==> src/hw/rtl/sled_pkg.sv <==
`timescale 1ns / 1ps

package sled_pkg;

	localparam int unsigned CFG_IDX_W = 2;
	localparam int unsigned CFG_DATA_W = 11;
	localparam int unsigned LEN_W = 11;

	localparam logic [CFG_IDX_W-1:0] CFG_MIN_PRINTABLE = 2'd0;
	localparam logic [CFG_IDX_W-1:0] CFG_MAX_PRINTABLE = 2'd1;
	localparam logic [CFG_IDX_W-1:0] CFG_MAX_LENGTH    = 2'd2;

	localparam logic [7:0]       RST_MIN_PRINTABLE = 8'd32;
	localparam logic [7:0]       RST_MAX_PRINTABLE = 8'd126;
	localparam logic [LEN_W-1:0] RST_MAX_LENGTH    = 11'd255;

	localparam logic [3:0] ST_PENDING    = 4'd0;
	localparam logic [3:0] ST_DONE       = 4'd1;
	localparam logic [3:0] ST_NO_OPEN    = 4'd2;
	localparam logic [3:0] ST_TOO_LONG   = 4'd3;
	localparam logic [3:0] ST_BAD_ESC    = 4'd4;
	localparam logic [3:0] ST_BAD_HEX    = 4'd5;
	localparam logic [3:0] ST_INNER_Q    = 4'd6;
	localparam logic [3:0] ST_RANGE      = 4'd7;
	localparam logic [3:0] ST_NOT_CLOSED = 4'd8;
	localparam logic [3:0] ST_DISCARD    = 4'd9;

	typedef enum logic [2:0] {
		PH_OPEN    = 3'd0,
		PH_BODY    = 3'd1,
		PH_ESC     = 3'd2,
		PH_ZERO    = 3'd3,
		PH_HEXHI   = 3'd4,
		PH_HEXLO   = 3'd5,
		PH_DISCARD = 3'd6
	} phase_t;

	typedef struct packed {
		logic [7:0]       min_printable;
		logic [7:0]       max_printable;
		logic [LEN_W-1:0] max_length;
	} cfg_t;

	typedef struct packed {
		logic [7:0] in_byte;
		logic       in_last;
	} in_item_t;

	typedef struct packed {
		logic       data_valid;
		logic [7:0] out_byte;
		logic [3:0] status;
	} out_item_t;

endpackage

==> src/hw/rtl/sled_step.sv <==
`timescale 1ns / 1ps

module sled_step (
	input  logic              clk,
	input  logic              arst_n,
	input  logic              fire,
	input  sled_pkg::in_item_t item,
	input  sled_pkg::cfg_t     cfg,
	output sled_pkg::out_item_t result
);
	import sled_pkg::*;

	localparam logic [7:0] CH_QUOTE     = 8'h22;
	localparam logic [7:0] CH_BACKSLASH = 8'h5C;
	localparam logic [7:0] CH_ZERO      = 8'h30;
	localparam logic [7:0] CH_X         = 8'h78;

	function automatic logic [4:0] hex_digit(input logic [7:0] b);
		logic [4:0] r;
		r = 5'd0;
		if (b >= 8'h30 && b <= 8'h39) begin
			r = {1'b1, 4'(b - 8'h30)};
		end else if (b >= 8'h61 && b <= 8'h66) begin
			r = {1'b1, 4'(b - 8'h57)};
		end else if (b >= 8'h41 && b <= 8'h46) begin
			r = {1'b1, 4'(b - 8'h37)};
		end
		return r;
	endfunction

	function automatic logic [8:0] simple_escape(input logic [7:0] b);
		logic [8:0] r;
		r = 9'd0;
		case (b)
			8'h61: r = {1'b1, 8'h07};
			8'h62: r = {1'b1, 8'h08};
			8'h65: r = {1'b1, 8'h1B};
			8'h66: r = {1'b1, 8'h0C};
			8'h6E: r = {1'b1, 8'h0A};
			8'h72: r = {1'b1, 8'h0D};
			8'h74: r = {1'b1, 8'h09};
			8'h76: r = {1'b1, 8'h0B};
			8'h5C: r = {1'b1, 8'h5C};
			8'h27: r = {1'b1, 8'h27};
			8'h22: r = {1'b1, 8'h22};
			default: r = 9'd0;
		endcase
		return r;
	endfunction

	phase_t           phase_q, phase_n;
	logic [3:0]       hex_hi_q, hex_hi_n;
	logic [LEN_W-1:0] count_q, count_n;

	logic [4:0] hex_r;
	logic [8:0] esc_r;
	logic       ch_valid;
	logic [7:0] ch;
	logic [3:0] status;

	always_comb begin
		hex_r = hex_digit(item.in_byte);
		esc_r = simple_escape(item.in_byte);
		ch_valid = 1'b0;
		ch = 8'd0;
		status = ST_PENDING;
		phase_n = phase_q;
		hex_hi_n = hex_hi_q;
		count_n = count_q;
		case (phase_q)
			PH_OPEN: begin
				if (item.in_byte == CH_QUOTE) phase_n = PH_BODY;
				else status = ST_NO_OPEN;
			end
			PH_BODY: begin
				if (item.in_byte == CH_QUOTE) begin
					status = item.in_last ? ST_DONE : ST_INNER_Q;
				end else if (count_q >= cfg.max_length) begin
					status = ST_TOO_LONG;
				end else if (item.in_byte == CH_BACKSLASH) begin
					phase_n = PH_ESC;
				end else if (item.in_byte < cfg.min_printable ||
						item.in_byte > cfg.max_printable) begin
					status = ST_RANGE;
				end else begin
					ch_valid = 1'b1;
					ch = item.in_byte;
				end
			end
			PH_ESC: begin
				if (esc_r[8]) begin
					ch_valid = 1'b1;
					ch = esc_r[7:0];
					phase_n = PH_BODY;
				end else if (item.in_byte == CH_ZERO) begin
					phase_n = PH_ZERO;
				end else begin
					status = ST_BAD_ESC;
				end
			end
			PH_ZERO: begin
				if (item.in_byte == CH_X) phase_n = PH_HEXHI;
				else status = ST_BAD_ESC;
			end
			PH_HEXHI: begin
				if (hex_r[4]) begin
					hex_hi_n = hex_r[3:0];
					phase_n = PH_HEXLO;
				end else begin
					status = ST_BAD_HEX;
				end
			end
			PH_HEXLO: begin
				if (hex_r[4]) begin
					ch_valid = 1'b1;
					ch = {hex_hi_q, hex_r[3:0]};
					phase_n = PH_BODY;
				end else begin
					status = ST_BAD_HEX;
				end
			end
			default: begin
				status = ST_DISCARD;
			end
		endcase

		if (ch_valid) count_n = count_q + LEN_W'(1);
		if (item.in_last && status == ST_PENDING) status = ST_NOT_CLOSED;
		if (status != ST_PENDING) begin
			ch_valid = 1'b0;
			ch = 8'd0;
		end
		if (item.in_last) begin
			phase_n = PH_OPEN;
			hex_hi_n = 4'd0;
			count_n = '0;
		end else if (status != ST_PENDING) begin
			phase_n = PH_DISCARD;
		end

		result.data_valid = ch_valid;
		result.out_byte = ch;
		result.status = status;
	end

	always_ff @(posedge clk or negedge arst_n) begin
		if (!arst_n) begin
			phase_q <= PH_OPEN;
			hex_hi_q <= 4'd0;
			count_q <= '0;
		end else if (fire) begin
			phase_q <= phase_n;
			hex_hi_q <= hex_hi_n;
			count_q <= count_n;
		end
	end

	a_error_discards: assert property (@(posedge clk) disable iff (!arst_n)
		fire && !item.in_last && result.status != ST_PENDING |=> phase_q == PH_DISCARD)
		else $error("error without discard");

	a_last_restarts: assert property (@(posedge clk) disable iff (!arst_n)
		fire && item.in_last |=> phase_q == PH_OPEN && count_q == '0 && hex_hi_q == 4'd0)
		else $error("literal end did not restart");

	a_char_only_pending: assert property (@(posedge clk) disable iff (!arst_n)
		fire && result.data_valid |-> result.status == ST_PENDING && !item.in_last)
		else $error("character with final status");

	a_count_tracks_char: assert property (@(posedge clk) disable iff (!arst_n)
		fire && result.data_valid |=> count_q == $past(count_q) + LEN_W'(1))
		else $error("count not advanced");

endmodule

==> src/hw/rtl/sled_out_reg.sv <==
`timescale 1ns / 1ps

module sled_out_reg (
	input  logic                clk,
	input  logic                arst_n,
	input  logic                load,
	input  sled_pkg::out_item_t d,
	output logic                can_load,
	output logic                out_valid,
	input  logic                out_stall,
	output sled_pkg::out_item_t out_item
);
	import sled_pkg::*;

	logic      valid_q;
	out_item_t item_q;

	assign can_load = !valid_q || !out_stall;
	assign out_valid = valid_q;
	assign out_item = item_q;

	always_ff @(posedge clk or negedge arst_n) begin
		if (!arst_n) begin
			valid_q <= 1'b0;
		end else if (can_load) begin
			valid_q <= load;
		end
	end

	always_ff @(posedge clk) begin
		if (can_load && load) begin
			item_q <= d;
		end
	end

	a_load_only_when_free: assert property (@(posedge clk) disable iff (!arst_n)
		load |-> can_load)
		else $error("result loaded into a full register");

	a_load_shows: assert property (@(posedge clk) disable iff (!arst_n)
		load |=> valid_q && item_q == $past(d))
		else $error("loaded result not presented");

	a_drain_empties: assert property (@(posedge clk) disable iff (!arst_n)
		valid_q && !out_stall && !load |=> !valid_q)
		else $error("taken result repeated");

endmodule

==> src/hw/rtl/string_literal_escape_decoder.sv <==
`timescale 1ns / 1ps
// A result is presented after its item is accepted: the item waits in the input
// register and is then held in the result register. Throughput is one item per cycle
// unless the output stalls; the decode step updates its state as each item advances.
// Reset is asynchronous and active low; it empties both registers, returns the decoder
// to expecting an opening quote, and restores the configuration defaults.
module string_literal_escape_decoder (
	input  logic                   clk,
	input  logic                   arst_n,
	input  logic                   in_valid,
	output logic                   in_stall,
	input  sled_pkg::in_item_t     in_item,
	output logic                   out_valid,
	input  logic                   out_stall,
	output sled_pkg::out_item_t    out_item,
	input  logic                   cfg_valid,
	output logic                   cfg_ready,
	input  logic [sled_pkg::CFG_IDX_W-1:0]  cfg_index,
	input  logic [sled_pkg::CFG_DATA_W-1:0] cfg_data
);
	import sled_pkg::*;

	cfg_t      cfg_q;
	logic      valid_s1;
	in_item_t  item_s1;
	logic      adv_s1;
	logic      can_load;
	out_item_t result;

	assign cfg_ready = 1'b1;
	assign adv_s1 = valid_s1 && can_load;
	assign in_stall = valid_s1 && !can_load;

	always_ff @(posedge clk or negedge arst_n) begin
		if (!arst_n) begin
			cfg_q.min_printable <= RST_MIN_PRINTABLE;
			cfg_q.max_printable <= RST_MAX_PRINTABLE;
			cfg_q.max_length <= RST_MAX_LENGTH;
		end else if (cfg_valid && cfg_ready) begin
			case (cfg_index)
				CFG_MIN_PRINTABLE: cfg_q.min_printable <= cfg_data[7:0];
				CFG_MAX_PRINTABLE: cfg_q.max_printable <= cfg_data[7:0];
				CFG_MAX_LENGTH: cfg_q.max_length <= cfg_data[LEN_W-1:0];
				default: cfg_q <= cfg_q;
			endcase
		end
	end

	always_ff @(posedge clk or negedge arst_n) begin
		if (!arst_n) begin
			valid_s1 <= 1'b0;
		end else if (in_valid && !in_stall) begin
			valid_s1 <= 1'b1;
		end else if (adv_s1) begin
			valid_s1 <= 1'b0;
		end
	end

	always_ff @(posedge clk) begin
		if (in_valid && !in_stall) begin
			item_s1 <= in_item;
		end
	end

	sled_step u_step (
		.clk    (clk),
		.arst_n (arst_n),
		.fire   (adv_s1),
		.item   (item_s1),
		.cfg    (cfg_q),
		.result (result)
	);

	sled_out_reg u_out (
		.clk       (clk),
		.arst_n    (arst_n),
		.load      (adv_s1),
		.d         (result),
		.can_load  (can_load),
		.out_valid (out_valid),
		.out_stall (out_stall),
		.out_item  (out_item)
	);

	a_held_item_stays: assert property (@(posedge clk) disable iff (!arst_n)
		valid_s1 && !adv_s1 |=> valid_s1 && $stable(item_s1))
		else $error("waiting item lost");

	a_advance_presents: assert property (@(posedge clk) disable iff (!arst_n)
		adv_s1 |=> out_valid)
		else $error("decoded item not presented");

	a_accept_fills: assert property (@(posedge clk) disable iff (!arst_n)
		in_valid && !in_stall |=> valid_s1 && item_s1 == $past(in_item))
		else $error("accepted item not captured");

endmodule
==> config.mk <==
export PLATFORM = sky130hd
export DESIGN_NAME = string_literal_escape_decoder
export DESIGN_NICKNAME = d
export VERILOG_FILES = /design/src/hw/rtl/sled_pkg.sv /design/src/hw/rtl/sled_step.sv /design/src/hw/rtl/sled_out_reg.sv /design/src/hw/rtl/string_literal_escape_decoder.sv
export SDC_FILE = /design/constraint.sdc
export NUM_CORES = 1
export LEC_CHECK = 0
export BUFFER_PORTS_ARGS = -buffer_cell sky130_fd_sc_hd__buf_2
export CAP_MARGIN = 30
export CORE_ASPECT_RATIO = 1.4
export CORE_MARGIN = 1
export CORE_UTILIZATION = 35
export DETAILED_ROUTE_END_ITERATION = 8
export GPL_TIMING_DRIVEN = 0
export SLEW_MARGIN = 20
export SYNTH_ARGS = -nofsm -noshare
export SYNTH_HDL_FRONTEND = slang
export SYNTH_SLANG_ARGS = --single-unit
export TNS_END_PERCENT = 5
==> constraint.sdc <==
create_clock -name clk -period 3.75 [get_ports clk]
set_input_delay 0 -clock clk [delete_from_list [all_inputs] [get_ports clk]]
set_output_delay 0 -clock clk [all_outputs]
set_load 0.05 [all_outputs]
==> results of run 1 <==
==> layout make-up <==
cell class,count,area share
Multi-Input combinational cell,317,0.428
Sequential cell,69,0.354
Timing Repair Buffer,69,0.0941
Clock buffer,13,0.0459
Tap cell,147,0.0351
Inverter,34,0.0244
Buffer,17,0.0153
Clock inverter,3,0.00287
==> per-stage QoR <==
step	power, mW	instances	util	instance area, um2
after floorplan	1.57	437	-	4300
after global placement	1.76	625	0.395	4690
after detailed placement	1.78	626	0.397	4710
after CTS	2.55	665	0.438	5200
after global routing	2.69	669	0.441	5240
final	2.54	669	0.441	5240
==> kinds of logic (layout without fill, tap and decap cells) <==
kind of cell,count (synthesis),in the layout,synth area share
fa+ha+maj,31,31,0.0902
mux,24,24,0.0620
buf+inv,51,136,0.0483
compound gates,106,106,0.162
simple gates,152,152,0.199
xor+xnor,3,3,0.00611
other cells,1,1,0.000873
flops,69,69,0.432
==> per-layer routing <==
layer	global-route usage	vias up	part of all wire
li1	-	1774	-
met5	0	-	0
met4	0.0846	0	0.023
met2	0.295	122	0.50
met3	0.0371	19	0.047
met1	0.231	1726	0.43
==> power by group <==
group	switching (mW)	internal, mW	leakage [nW]
clock	0.304	0.444	0.127
sequential	0.0621	0.919	0.786
combinational	0.503	0.307	1.27
total	0.869	1.67	2.19
==> worst paths after layout <==
path                       slack (ns)                 end               start  cells after the start
min                              0.04            cfg_q[0]        cfg_index[1]                      3
min reg2reg                      0.50  u_step.hex_hi_q[1]  u_step.hex_hi_q[1]                      2
min in group asynchronous        0.21   u_step.count_q[9]              arst_n                      2
max reg2reg                      0.37   u_out.out_item[6]          item_s1[1]                      9
max in group asynchronous        2.92           cfg_q[16]              arst_n                      3
max                              0.37   u_out.out_item[6]          item_s1[1]                      9
==> state kept, by name (all words and copies together) (netlist names) <==
| name | cells |
|---|---|
| cfg_q | 27 |
| item_s1 | 9 |
| u_out.out_item | 13 |
| u_out.out_valid | 1 |
| u_step.count_q | 11 |
| u_step.hex_hi_q | 4 |
| u_step.phase_q | 3 |
| valid_s1 | 1 |
==> cells in the final DEF, fill, tap and decap left out, drive strengths merged, types with 21 or more instances in the layout <==
master / netlist / final
dlygate4sd3: 0 / 23
o21ai: 29 / 29
dfrtp: 32 / 32
inv: 34 / 34
a21oi: 32 / 32
edfxtp: 22 / 22
buf: 7 / 53
nor2: 24 / 24
mux2: 21 / 21
clkbuf: 10 / 23
ha: 31 / 31
nand2: 34 / 34
==> worst min-delay path, stage by stage <==
cell,delay [ns]
buf_2,0.11
nand3b_1,0.09
mux2_2,0.15
==> timing repair <==
action / in CTS / in global routing
endpoints found under the setup margin: 0 / 18
gates resized for setup: 0 / 2
buffers inserted: 0 / 4
hold endpoints to repair: 59 / 0
hold buffers: 23 / 0
==> results.txt, run 1 <==
Worst VDD drop: 0.257 mV
Synth area leaders: dfrtp_1 (19%), edfxtp_1 (15%), dfstp_2 (9.2%), ha_1 (9.0%), mux2_2 (5.5%)
crit-path cells: inv_1, ha_1, nor3b_1, nor4b_2, o32a_1, o31ai_1, nor4_2, o211ai_1, a31oi_1
clk buf depth: 2
Die Y: 133 um
total CTS buffers: 9
CP bufs+invs: 1
drt total wl: 10.6 mm
final setup margin: 0.371 ns
Worst Path Required: 3.91 ns
RSZ-0062 raised after global routing: no
Avg Inst Size Synth: 9.83 um2
HPWL after detailed placement: 7.88 mm
synth cell count leaders: inv_1 (34), nand2_1 (34), a21oi_1 (32), dfrtp_1 (32), ha_1 (31)
status: finished clean
# DRC: 0
async set or reset register ratio after synthesis: 0.681
Tcrit/Tclk final: 0.901
Max-slew headroom: 0.420
first-pass GRT wire length: 17.8 mm
initial antenna violation count: 0
row cnt: 47
max cap viols: 0
FMAX: 296 MHz
CP delay by family, top: simple AND/OR/NAND/NOR gates
total track usage: 0.183
Horiz. Die Dim: 95.7 um
CP max stage delay: 0.58 ns
most common flop cell mapped by yosys: dfrtp_1
vias post-DR: 3641
clk sinks: 69
CTS tree: done
Tmin final: 3.38 ns
PD cells: 485 nW/um2
Synth area leader: dfrtp_1
worst hold margin: 0.0446 ns
leakage: 2.19 nW
largest net degree at the start of global routing: 26
Reg clk slew, reported paths: 0.05 ns
boundary pin count: 43
Worst setup SP type: register
vias in the first global route: 3573
endpoints failing hold: 0
crit path kind: reg2reg
area grow syn2layout: 21.8%
Mapped Area: 4300 um2
clock root cell: clkbuf_16
Die Footprint: 12700 um2
initial detailed-routing violation count: 307
ratio of cells with drive above 1 in the final layout: 0.220
diode count: 0
setup slack after placement: 0.116 ns
post-route ant nets: 0
share of the synthesized area in the top cell type: 0.186
distinct cell type count after synthesis: 64
multi-input logic area: 2240 um2
critical path endpoint category: register
gr ovfl total: 0
setup TNS: 0 ns
PortBufs: 41
Yosys reg bits: 69
Final Setup Violations: 0
Yosys warnings: 0
Syn Inst Count: 437
initial core utilization: 0.362
NumNets Final: 575
Seq/Total Area, Yosys: 0.432
Clock Latency Late Sink: 0.34 ns
Max Fanout on Critical Path: 9
Tightest Hold Check Type: in2reg
Reg area: 1860 um2
Post-synth EDFFs: 22
CP arrival: 3.54 ns
Max stage delay cell, worst path: nor4b_2
CTS H-Tree Depth: 3
drt pass-1 iters: 5
core area: 11900 um2
skew final: 0.00497 ns
Synth Net Count: 495
Slew Viols, Final: 0
worst-margin pin slew: 0.863 ns
# fillers: 1171
routability cong.: 0.898
DR WL/cell: 15.8 um
via/cell ratio: 5.44
No activity file was read; power rests on OpenSTA's default activity.
==> inputs of run 2 (changes only) <==
- clock period: 3.75 -> 3 ns (I/O delays scaled with it)
==> run 2 against run 1 <==
Power up 28%. Via count up 3.0%. Register-to-register slack worse by 0.30 ns. Flip-flop and latch count unchanged. Largest power group unchanged. First-iteration DRC count up 15%. Sequential power up 24%.
==> results.txt, run 2 (synthesis results as in run 1) <==
row cnt: 47
NumNets Final: 586
initial detailed-routing violation count: 353
hold wc startpoint: cfg_index[1]
CTS H-Tree Depth: 3
register with the most flip-flops: cfg_q
FMAX: 341 MHz
crit-path cells: or3b_4, or4_4, nand4_2, o21a_4, a311oi_4, buf_6, or4_1, a21oi_2
diode count: 0
crit path kind: reg2reg
highest routed layer: met4
CTS tree: done
Min-Delay Endpoint: cfg_q[0]
Max Fanout on Critical Path: 11
DR WL/cell: 16.0 um
# DRC: 0
internal power: 2.12 mW
Slew Viols, Final: 0
Clock Latency Late Sink: 0.34 ns
fin util: 0.456
R2R cell count: 8
HPWL after detailed placement: 7.88 mm
area grow syn2layout: 25.9%
Die Footprint: 12700 um2
vias post-DR: 3751
routability cong.: 0.898
cell area after layout: 5410 um2
Met3 Wirelength: 437 um
flop-to-flop setup slack: 0.07 ns
DP Cell Count: 626
setup TNS: 0 ns
wl on met1: 4.67 mm
CP bufs+invs: 1
max cap viols: 0
Max-slew headroom: 0.500
Tcrit/Tclk final: 0.977
Tightest Hold Check Type: in2reg
initial antenna violation count: 0
via/cell ratio: 5.52
RR Startpoint: item_s1[6]
first-pass GRT wire length: 18.0 mm
Reg-to-Reg End: u_step.count_q[9]
drt total wl: 10.9 mm
initial core utilization: 0.362
post-route ant nets: 0
CP delay by family, top: simple AND/OR/NAND/NOR gates
leakage: 2.25 nW
critical path endpoint category: register
total track usage: 0.185
dpl cell area: 4710 um2
clk buf depth: 2
Layout Cells excl Fill: 680
max FFs per register: 27
core area: 11900 um2
clock root cell: clkbuf_16
boundary pin count: 43
hold path depth: 3
worst-margin pin slew: 0.748 ns
Tmin final: 2.93 ns
most common cell after layout, fill and taps aside: buf_2
CP Depth: 8
clock power share: 0.289
status: finished clean
multi-input logic area: 2330 um2
PortBufs: 41
Die Y: 133 um
clk sinks: 69
Reg area: 1860 um2
ratio of cells with drive above 1 in the final layout: 0.265
Worst VDD drop: 0.330 mV
Comb pwr share: 0.333
PD cells: 598 nW/um2
Final Setup Violations: 0
met2 WL: 5.47 mm
most frequent cells in the layout: buf_2 (44), nand2_1 (34), inv_1 (33)
Sw Share: 0.345
CP max stage delay: 0.59 ns
endpoints failing hold: 0
CP arrival: 3.20 ns
Horiz. Die Dim: 95.7 um
Worst Path Required: 3.26 ns
drt pass-1 iters: 5
sw power: 1.12 mW
Worst setup SP type: register
Max stage delay cell, worst path: edfxtp_1
Reg clk slew, reported paths: 0.05 ns
Pwr Total: 3.24 mW
Seq pwr share: 0.378
vias in the first global route: 3618
gr ovfl total: 0
# fillers: 1153
largest net degree at the start of global routing: 26
skew final: 0.00558 ns
total CTS buffers: 9
-- run 2: stage by stage --
step                      setup WS, ns  hold slack [ns]
after floorplan                  0.134           -0.296
after global placement          -0.573            0.177
after detailed placement        -0.634           0.0492
after CTS                      -0.0118           0.0365
after global routing           -0.0648           0.0644
final                           0.0686           0.0441
-- run 2: worst reg2reg max path: stages, from the launching register on --
cell and delay, ns:
edfxtp_1 0.59, or3b_4 0.46, or4_4 0.49, nand4_2 0.16, o21a_4 0.20, a311oi_4 0.07
buf_6 0.18, or4_1 0.53, a21oi_2 0.17
-- run 2: per-layer routing --
layer / track usage / up-vias
li1: - / 1792
met1: 0.234 / 1813
met2: 0.299 / 119
met3: 0.0371 / 27
met4: 0.0871 / 0
met5: 0 / -
-- run 2: area by class of cell --
cell class | count | share of cell area
tap | 147 | 0.0340
clock inverter | 3 | 0.00277
multi-input combinational | 317 | 0.430
clock buffer | 13 | 0.0444
sequential | 69 | 0.343
buffer | 17 | 0.0155
timing repair buffer | 80 | 0.106
inverter | 34 | 0.0240
-- run 2: repair_timing --
action | 4_1_cts | 5_1_grt
resized for setup | 9 | 16
buffers inserted | 7 | 8
pin swaps | 3 | 4
hold endpoints to repair | 59 | 0
hold buffers | 23 | 0
setup endpoints to repair | 24 | 20
-- run 2: power groups by stage --
| stage | Sequential, mW | Clock [mW] | Combinational, mW |
|---|---|---|---|
| after floorplan | 1.31 | 0 | 0.652 |
| after global placement | 1.24 | 0 | 0.965 |
| after detailed placement | 1.24 | 0 | 0.982 |
| after CTS | 1.23 | 0.957 | 1.04 |
| after global routing | 1.24 | 0.998 | 1.19 |
| final | 1.22 | 0.935 | 1.08 |
-- run 2: how the worst max path moves through the flow --
| stage | startpoint | to | slack [ns] |
|---|---|---|---|
| after floorplan | item_s1[1] | u_step.count_q[10] | 0.13 |
| final | item_s1[6] | u_step.count_q[9] | 0.07 |
| after CTS | cfg_q[6] | u_step.count_q[9] | -0.01 |
| after global routing | cfg_q[4] | u_step.count_q[9] | -0.06 |
| after detailed placement | item_s1[1] | u_step.count_q[9] | -0.63 |
| after global placement | item_s1[1] | u_step.count_q[10] | -0.57 |
==> inputs of run 3 (changes only) <==
- REMOVE_ABC_BUFFERS: not set -> 1
- SETUP_SLACK_MARGIN: not set -> 0.5
- SYNTH_HIERARCHICAL: not set -> 1
==> run 3 against run 2 <==
Non-clock buffer count increased by 9. Cell area is 5.9% higher. Clock skew up 0.0032 ns. Count of clock-buffer cells in the layout shrank 3. Power rose by 8.2%. Flip-flop and latch count unchanged. Largest cell class unchanged. Fmax rose by 2.0%. Sequential power grew 7%. First-iteration DRC count is 34% lower. Die area rose by 1.5%. Core utilization rose by 2.2 points. Worst hold slack better by 0.069 ns.
==> results.txt, run 3 <==
largest family of logic cells by synthesized area: simple AND/OR/NAND/NOR gates
area grow syn2layout: 31.3%
routability cong.: 0.825
diode count: 0
Post-Synth XOR/XNOR Area: 0.00602
CTS H-Tree Depth: 3
Die Y: 134 um
initial core utilization: 0.364
Critical Path Source: item_s1[8]
Yosys reg bits: 69
Clock Latency Late Sink: 0.34 ns
crit path kind: reg2reg
NumNets Final: 589
Final Setup Violations: 0
first-pass GRT wire length: 18.3 mm
clk buf depth: 2
count leader, synth: inv_1
Tightest Hold Check Type: in2reg
CTS tree: done
Slew Viols, Final: 0
CP most frequent cell: a31oi_1
largest net degree at the start of global routing: 33
most common flop cell mapped by yosys: dfrtp_1
setup slack after placement: -0.639 ns
FMAX: 348 MHz
most frequent cells in the layout: buf_2 (41), buf_4 (39), inv_1 (32), dfrtp_1 (32), nand2_1 (30)
worst-margin pin slew: 0.781 ns
Worst VDD drop: 0.341 mV
PortBufs: 41
row cnt: 47
register with the most flip-flops: cfg_q
most common cell after layout, fill and taps aside: buf_2
clk sinks: 69
Worst Path Required: 3.17 ns
ratio of cells with drive above 1 in the final layout: 0.327
drt total wl: 11.3 mm
distinct cell type count after synthesis: 67
Seq/Total Area, Yosys: 0.425
# DRC: 0
async set or reset register ratio after synthesis: 0.681
Tmin final: 2.88 ns
via/cell ratio: 5.46
Worst setup SP type: register
DR WL/cell: 16.6 um
drt pass-1 iters: 6
Avg Inst Size Synth: 10.2 um2
Horiz. Die Dim: 96.4 um
Post-synth EDFFs: 22
Syn Inst Count: 430
post-synthesis mux area share: 0.0886
CP arrival: 3.05 ns
PD cells: 611 nW/um2
initial antenna violation count: 0
Reg clk slew, reported paths: 0.06 ns
post-route ant nets: 0
adder-cell share of the synthesized area: 0.0917
endpoints failing hold: 0
flop-to-flop setup slack: 0.12 ns
RR Startpoint: item_s1[8]
total CTS buffers: 9
Max-slew headroom: 0.479
crit-path cells: buf_4, nand4bb_1, a31oi_1, o221a_2, o32ai_1, a311o_1, or4b_4, a31oi_1
Die Footprint: 12900 um2
share of the synthesized area in the top cell type: 0.183
Synth area leader: dfrtp_1
final setup margin: 0.125 ns
Yosys warnings: 6
Reg-to-Reg End: u_out/out_item[9]
Max Fanout on Critical Path: 9
max cap viols: 0
clock root cell: clkbuf_16
skew final: 0.00881 ns
R2R cell count: 8
Synth area leaders: dfrtp_1 (18%), edfxtp_1 (15%), ha_1 (9.2%), dfstp_2 (9.0%), mux2_2 (7.2%)
Pwr Total: 3.50 mW
Mapped Area: 4370 um2
HPWL after detailed placement: 7.45 mm
synth cell count leaders: inv_1 (34), dfrtp_1 (32), ha_1 (32)
Simple-Gate Fraction of Synth Area: 0.171
CP endpoint: u_out/out_item[9]
boundary pin count: 43
Max stage delay cell, worst path: or4b_4
gr ovfl total: 0
max FFs per register: 27
vias post-DR: 3723
critical path endpoint category: register
status: finished clean
vias in the first global route: 3725
CP max stage delay: 0.55 ns
worst hold margin: 0.113 ns
core area: 12000 um2
leakage: 2.48 nW
Synth Area in Compound Gates: 0.165
Tcrit/Tclk final: 0.958
initial detailed-routing violation count: 232
total track usage: 0.186
fin util: 0.478
RSZ-0062 raised after global routing: yes
-- run 3: repair_timing --
action                                 in CTS  in global routing
gates resized for setup                    24                 11
gates cloned                                1                  0
endpoints found under the hold margin      70                  0
buffers inserted                           35                  5
setup endpoints to repair                  27                 27
hold buffers                               23                  0
pin swaps                                  17                  8
-- run 3: power by group --
part | leakage [nW] | switching, mW | internal, mW | total [mW]
Clock | 0.156 | 0.403 | 0.727 | 1.13
Combinational | 1.54 | 0.593 | 0.472 | 1.06
Sequential | 0.776 | 0.141 | 1.17 | 1.31
-- run 3: worst max-delay path: cells and delay by family (launching register included) --
kind	cells	cell delay, ns
AO/OA/AOI/OAI	5	1.19
AND/OR/NAND/NOR	2	0.81
flip-flops	1	0.48
buffers and inverters	1	0.23
-- run 3: through the flow --
step           cell area, um2  TNS (ns)  instances
2_1_floorplan            4270         0        412
3_3_place_gp             4660    -12.70        600
3_5_place_dp             4690     -9.85        602
4_1_cts                  5650         0        677
5_1_grt                  5730         0        682
6_report                 5730         0        682
-- run 3: worst min-delay path by stage --
stage,from,endpoint,cells after the start
floorplan,arst_n,cfg_q[10],0
finish,cfg_index[1],cfg_q[23],3
global route,cfg_index[0],cfg_q[19],3
CTS,cfg_index[1],cfg_q[20],3
detailed placement,arst_n,u_step/count_q[10],1
global placement,in_item[3],item_s1[3],1
-- run 3: cell families (layout without fill, tap and decap cells) --
| group | after synthesis | after routing |
|---|---|---|
| buf+inv | 53 | 157 |
| other cells | 1 | 1 |
| flops | 69 | 69 |
| fa+ha+maj | 32 | 32 |
| xor+xnor | 3 | 3 |
| mux | 35 | 35 |
| compound gates | 104 | 104 |
| simple gates | 133 | 134 |
-- run 3: cell type report --
cell class | count | area (um2)
inverter | 35 | 131
clock buffer | 10 | 229
fill | 1120 | 6270
tap | 147 | 184
clock inverter | 6 | 87.6
timing repair buffer | 106 | 779
multi-input combinational | 309 | 2460
sequential | 69 | 1860
-- run 3: metal layers --
metal / wire [um] / vias to the layer above / GRT usage
li1: - / 1795 / -
met1: 4680 / 1784 / 0.218
met2: 5870 / 114 / 0.315
met3: 405 / 30 / 0.0397
met4: 349 / 0 / 0.0940
met5: 0 / - / 0
